**src/hdl/rma_pkg.sv**
```systemverilog
// shared types and constants for the resource map allocator
`default_nettype none
package rma_pkg;

    localparam int FIELD_W = 24;

    typedef enum logic [1:0] {
        ST_OK      = 2'd0,
        ST_NOSPACE = 2'd1,
        ST_ILLEGAL = 2'd2,
        ST_FULL    = 2'd3
    } t_status;

    typedef enum logic [2:0] {
        CMD_NONE,
        CMD_ALLOC,
        CMD_TAKE,
        CMD_MERGE_LO,
        CMD_MERGE_HI,
        CMD_MERGE_BOTH,
        CMD_INSERT
    } t_cmd;

    typedef struct packed {
        logic capture;
        t_cmd cmd;
    } t_cell_ctl;

    typedef struct packed {
        logic sel;
        logic exact;
        logic lower_hit;
        logic upper_hit;
    } t_cell_rpt;

endpackage
`default_nettype wire

```
**src/hdl/rma_cell.sv**
```systemverilog
// one extent row of the free map, with compare flags and shift moves
`default_nettype none
module rma_cell #(
    parameter int W = 24
) (
    input  wire                 i_clk,
    input  wire                 i_rst_n,
    input  rma_pkg::t_cell_ctl  i_ctl,
    input  wire [W-1:0]         i_sz,
    input  wire [W-1:0]         i_ad,
    input  wire [W-1:0]         i_top,
    input  wire                 i_left_valid,
    input  wire [W-1:0]         i_left_base,
    input  wire [W-1:0]         i_left_len,
    input  wire                 i_left_le,
    input  wire                 i_right_valid,
    input  wire [W-1:0]         i_right_base,
    input  wire [W-1:0]         i_right_len,
    input  wire                 i_right_le,
    input  wire                 i_pf,
    output logic                o_pf,
    output logic                o_valid,
    output logic [W-1:0]        o_base,
    output logic [W-1:0]        o_len,
    output logic                o_le,
    output rma_pkg::t_cell_rpt  o_rpt,
    output logic [W-1:0]        o_grant
);

    logic         r_valid, n_valid;
    logic [W-1:0] r_base, n_base;
    logic [W-1:0] r_len, n_len;
    logic         r_fit, r_le, r_end, r_top;
    logic         sel, lowc, insc;

    assign sel  = r_fit & ~i_pf;
    assign lowc = r_le & ~i_right_le;
    assign insc = ~r_le & i_left_le;

    assign o_pf    = i_pf | r_fit;
    assign o_valid = r_valid;
    assign o_base  = r_base;
    assign o_len   = r_len;
    assign o_le    = r_le;
    assign o_grant = sel ? r_base : '0;
    assign o_rpt   = '{sel: sel, exact: sel & (r_len == i_sz), lower_hit: lowc & r_end,
                       upper_hit: insc & r_top};

    always_comb begin
        n_valid = r_valid;
        n_base  = r_base;
        n_len   = r_len;
        case (i_ctl.cmd)
            rma_pkg::CMD_ALLOC: begin
                if (sel) begin
                    n_base = r_base + i_sz;
                    n_len  = r_len - i_sz;
                end
            end
            rma_pkg::CMD_TAKE: begin
                if (sel || i_pf) begin
                    n_valid = i_right_valid;
                    n_base  = i_right_base;
                    n_len   = i_right_len;
                end
            end
            rma_pkg::CMD_MERGE_BOTH: begin
                if (lowc) begin
                    n_len = r_len + i_sz + i_right_len;
                end else if (!r_le) begin
                    n_valid = i_right_valid;
                    n_base  = i_right_base;
                    n_len   = i_right_len;
                end
            end
            rma_pkg::CMD_MERGE_LO: begin
                if (lowc) begin
                    n_len = r_len + i_sz;
                end
            end
            rma_pkg::CMD_MERGE_HI: begin
                if (insc) begin
                    n_base = i_ad;
                    n_len  = r_len + i_sz;
                end
            end
            rma_pkg::CMD_INSERT: begin
                if (insc) begin
                    n_valid = 1'b1;
                    n_base  = i_ad;
                    n_len   = i_sz;
                end else if (!r_le) begin
                    n_valid = i_left_valid;
                    n_base  = i_left_base;
                    n_len   = i_left_len;
                end
            end
            default: begin
            end
        endcase
    end

    always_ff @(posedge i_clk) begin
        if (!i_rst_n) begin
            r_valid <= 1'b0;
        end else begin
            r_valid <= n_valid;
        end
        r_base <= n_base;
        r_len  <= n_len;
        if (i_ctl.capture) begin
            r_fit <= r_valid & (r_len >= i_sz);
            r_le  <= r_valid & (r_base <= i_ad);
            r_end <= r_valid & (({1'b0, r_base} + {1'b0, r_len}) == {1'b0, i_ad});
            r_top <= r_valid & (r_base == i_top);
        end
    end

endmodule
`default_nettype wire

```
**config.mk**
```make
export PLATFORM = sky130hd
export DESIGN_NAME = rma_cell
export DESIGN_NICKNAME = d
export VERILOG_FILES = /design/src/hdl/rma_pkg.sv /design/src/hdl/rma_cell.sv
export SDC_FILE = /design/constraint.sdc
export NUM_CORES = 1
export LEC_CHECK = 0
export BUFFER_PORTS_ARGS = -buffer_cell sky130_fd_sc_hd__clkbuf_2
export CAP_MARGIN = 20
export CELL_PAD_IN_SITES_DETAIL_PLACEMENT = 1
export CELL_PAD_IN_SITES_GLOBAL_PLACEMENT = 1
export CORE_UTILIZATION = 37
export CTS_CLUSTER_SIZE = 25
export DETAILED_ROUTE_END_ITERATION = 8
export PLACE_DENSITY = 0.79
export SYNTH_ARGS = -nofsm -noshare
export SYNTH_HDL_FRONTEND = slang
export SYNTH_SLANG_ARGS = --single-unit
```
**constraint.sdc**
```tcl
create_clock -name i_clk -period 6 [get_ports i_clk]
set_input_delay 1.2 -clock i_clk [delete_from_list [all_inputs] [get_ports i_clk]]
set_output_delay 1.2 -clock i_clk [all_outputs]
set_load 0.1 [all_outputs]
```
; Word-level counts from Yosys, hierarchy flattened
; Index checks and enable logic that the tools add are counted.
; Widths: inputs -> output; s select.
[totals]
register_bits = 53
inputBits = 179
out_inout_bits = 79
wordCells = 76
[classes]
add_sub_neg = 5
magnitude_cmp = 2
n_eq_ne = 17
mux = 24
n_bitwise = 14
n_reduce_logical = 7
[ops]
columns = op, count
row1 = $mux 24, 16
row2 = $pmux 24 s6, 1
row3 = $pmux 24 s5, 1
row4 = $add 24x24->24, 3
row5 = $eq 24x24->1, 2
row6 = $add 24x24->25, 1
row7 = $eq 25x24->1, 1
row8 = $ge 24x24->1, 1
row9 = $le 24x24->1, 1
row10 = $sub 24x24->24, 1
row11 = $reduce_and 7->1, 2
row12 = $ne 2x2->1 const B, 6
row13 = $and 1x1->1, 10
row14 = $eq 3x3->1 const B, 3
row15 = $eq 3x2->1 const B, 2
row16 = $ne 3x3->1 const B, 2
row17 = $reduce_bool 6->1, 1
row18 = $mux 1, 5
row19 = $reduce_and 5->1, 1
row20 = $reduce_bool 5->1, 1
row21 = $eq 3x1->1 const B, 1
row22 = $not 1->1, 3
row23 = $pmux 1 s3, 1
row24 = $reduce_bool 3->1, 1
row25 = 2 further kinds, 2

; Longest topological paths before layout
[logic_depth]
depth_word = 5
depth_mapped = 23
depth_no_buf = 23

; Least setup slack after synthesis
; Ideal clock, no wire load.
[synth_path]
kind = in2out
from = input port i_sz[18]
to = output port o_rpt[2] (netlist bit)
arrival_time_ns = 4.571
t_required_ns = 4.800
slack_ns = 0.229
path_stages = 8
path_buffers = 1
cell_sequence = inv_1 > ha_1 > buf_1 > nand3_1 > nor2_1 > and3_1 > nand4_1 > nor3b_1
[synth_lines]
columns = element, line
row1 = from (decl), rma_cell.sv:9  ; input wire [W-1:0] i_sz,
row2 = to (decl), rma_cell.sv:26  ; output rma_pkg::t_cell_rpt o_rpt,

; Final worst setup path
[layout_path]
from = input port i_sz[1]
to = register r_len[22] (netlist: o_len[22]), data pin
[layout_between]
elab_chain_len = 4
elab_cells_between_ends = 8
cone_classes = 3 x add/sub / 5 x mux
[layout_lines]
columns = element, line
row1 = $add 24x24->24, "rma_cell.sv:69, rma_cell.sv:78, rma_cell.sv:84"
row2 = $add 24x24->24, rma_cell.sv:69  ; n_len = r_len + i_sz + i_right_len;
row3 = $mux 24, rma_cell.sv:68  ; if (lowc) begin
row4 = $pmux 24 s6 (*), rma_cell.sv:53  ; case (i_ctl.cmd)
row5 = net n_len[22], rma_cell.sv:32  ; logic [W-1:0] r_len, n_len;
row6 = to (signal assigned), rma_cell.sv:110  ; r_len <= n_len;
row7 = to (decl), rma_cell.sv:32
; Mark *: on every way through the listed nets, which the timed path passes. The rest lies on a longest branch. The select of a mux whose other input is x is not followed.
; A chain may end at the register's enable or synchronous reset.

==> reports/qor.yml <==
finClkSkew_ns: 0.00546
clock_insertion_delay_worst_skew_ns: 0.32
io_buffers: 257
worstHoldStart: "o_valid"
gr-total-overflow: 0
setup.worst_path.class: "input port to flop"
dp_hpwl_mm: 39.8
syn_area_um2: 10600
max-cap-violations: 0
layout_commonest_cell: "clkbuf_2"
ys_ff_latch: 53
r2r.worst_path.cells: 21
period_minus_slack_ns: 5.70
grt_use_total: 0.329
synth_edf_count: 52
fill_cells: 3558
synth_seq_area_share: 0.149
rsz0062_at_grt: "false"
initial_core_util: 0.379
instances_no_fill: 2014
post-route-period-util: 0.950
whs_endpoint: "o_valid"
critical_path_arrival_ns: 5.78
outcome: "completed"
leakage_nw: 5.98
nNetsFinal: 1963
wl_per_cell_um: 24.2
ys_warn_count: 0
cts-htree-levels: 2
drt_wl_total_mm: 48.8
timing.final.ws_setup_ns: 0.301
placed_cell_area_um2: 12600
synthCells: 1375
worst_pin_slew_ns: 1.06
root_buffer: "clkbuf_16"
grt_max_degree: 32
dieArea_um2: 29400
layout_common_cells: "clkbuf_2, ha_1, a21oi_1"
powerDensity_nw_per_um2: 353
drc: 0
postRouteAntennaNets: 0
cts_resized: 0
clockBufferDepth: 2
rrSetupSlack_ns: 0.78
clock_sinks: 53
max_slew_margin: 0.292
antenna_cells: 0
worstReg2RegStart: "o_len[1]"
vias: 12200
rows: 61
vias_per_cell: 6.06
syn2layout_area_growth_pct: 20.2
grt_pass1_vias: 12400
post_cts_hold_buffer_count: 0
path_clk_slew_ns: 0.08
whs_path_depth: 3
critPathLaunchType: "input port"
r2r_end: "o_len[22]"
cts_tree: "built"
crit_path_end_kind: "flop"
crit_fanout: 6
first_pass_iters: 6
syn_area_per_cell_um2: 7.73
stdcell_area_um2: 12800
die-width_um: 171
coreArea_um2: 28000
dp_cells: 2006
grt_pass1_wl_mm: 72.6
dp_worst_setup_slack_ns: -0.159
holdCritPathClass: "flop to flop"
numCtsBuffers: 5
max_freq_mhz: 175
synthDistinctLibCells: 82
maxSlewViolCount: 0
layout-drive-gt1-share: 0.214
dr.first_iter.drc_count: 1065
cp.required_ns: 6.08
cts_setup_buffers: 0
antenna_found_initial: 1
finalSetupTns_ns: 0
irDropWorstVdd_uv: 131
synth_flop_cell: "edfxtp_1"
io_pins: 258
setup_viol: 0
syn-num-nets: 1702
fp.dieH_um: 171
finalHoldViolCount: 0
routabilityCongestion: 0.952
async_reset_ff_frac: 0
-- critical path: stages --
cell and delay (ns):
clkbuf_2 0.10, inv_1 0.09, ha_1 0.31, nand2b_1 0.17, a2111oi_0 0.39, buf_4 0.20, o21ai_0 0.11, and2_1 0.19
or2_2 0.29, a21oi_1 0.16, nor2_1 0.07, xnor2_1 0.15, ha_1 0.31, buf_4 0.14, nand2_1 0.06, o21ai_0 0.26
a31oi_1 0.08, a211o_1 0.32, o311ai_0 0.37, buf_4 0.18, a31oi_1 0.12, mux2i_1 0.14, a221o_1 0.34
-- worst max-delay path by stage --
| stage | slack [ns] | endpoint | depth (start not counted) | from |
|---|---|---|---|---|
| after floorplan | 0.23 | o_rpt[2] | 8 | i_sz[18] |
| after global placement | -0.02 | o_len[23] | 24 | i_sz[0] |
| after detailed placement | -0.16 | o_len[23] | 24 | i_sz[0] |
| after CTS | 0.16 | o_len[23] | 24 | i_sz[0] |
| after global routing | 0.02 | o_len[22] | 23 | i_sz[1] |
| final | 0.30 | o_len[22] | 23 | i_sz[1] |
-- Yosys cell counts, types with 27 or more instances --
cell type	instances	area, um^2
a21o_1	49	368
a21oi_1	128	641
nor2_1	94	353
nand3_1	27	135
xnor2_1	77	674
clkbuf_1	50	188
o21ai_0	75	375
and2_1	33	206
nor3_1	30	150
edfxtp_1	52	1560
ha_1	143	1790
nand2_1	97	364
xor2_1	49	429
inv_1	90	338
nor2b_1	27	169
-- registers in the layout, indices dropped and copies added (netlist names) --
name,flops
o_len,24
o_le,1
r_top,1
o_base,24
r_end,1
r_fit,1
o_valid,1
-- where the power goes --
part	total, mW	internal [mW]	switching (mW)
Sequential	0.668	0.509	0.159
Clock	0.330	0.153	0.177
Combinational	3.51	1.29	2.22
-- logic make-up (layout without fill, tap and decap cells) --
group	Yosys count	after routing	synth area share
adder cells (fa/ha/maj)	149	149	0.179
XOR/XNOR	126	126	0.104
buffers and inverters	153	414	0.0550
flip-flops	53	53	0.149
multiplexers	14	14	0.0133
AND/OR/NAND/NOR	389	389	0.180
AO/OA/AOI/OAI	491	491	0.320
-- layout make-up --
type,count,area [um^2],area share
multi-input combinational,1169,8510,0.666
timing repair buffer,315,1730,0.135
sequential,53,1580,0.124
tap,378,473,0.0370
inverter,92,345,0.0270
clock buffer,5,125,0.00980
clock inverter,2,11.3,0.000882
-- metal layers --
metal  routed length, um  part of all wire  GRT usage  vias to the layer above
li1                    -                 -          -                     5656
met1               21400              0.44      0.435                     5983
met2               23000              0.47      0.563                      493
met3                3010             0.062     0.0269                       82
met4                1470             0.030      0.106                        0
met5                   0                 0          0                        -
-- through the flow --
stage	utilization	hold slack, ns	total power, mW
final	0.456	0.830	4.50
after global routing	0.456	0.853	4.79
after CTS	0.455	0.824	4.44
after detailed placement	0.450	0.813	4.10
after floorplan	-	1.02	3.11
after global placement	0.450	0.815	4.02
No activity file was read; power rests on OpenSTA's default activity.
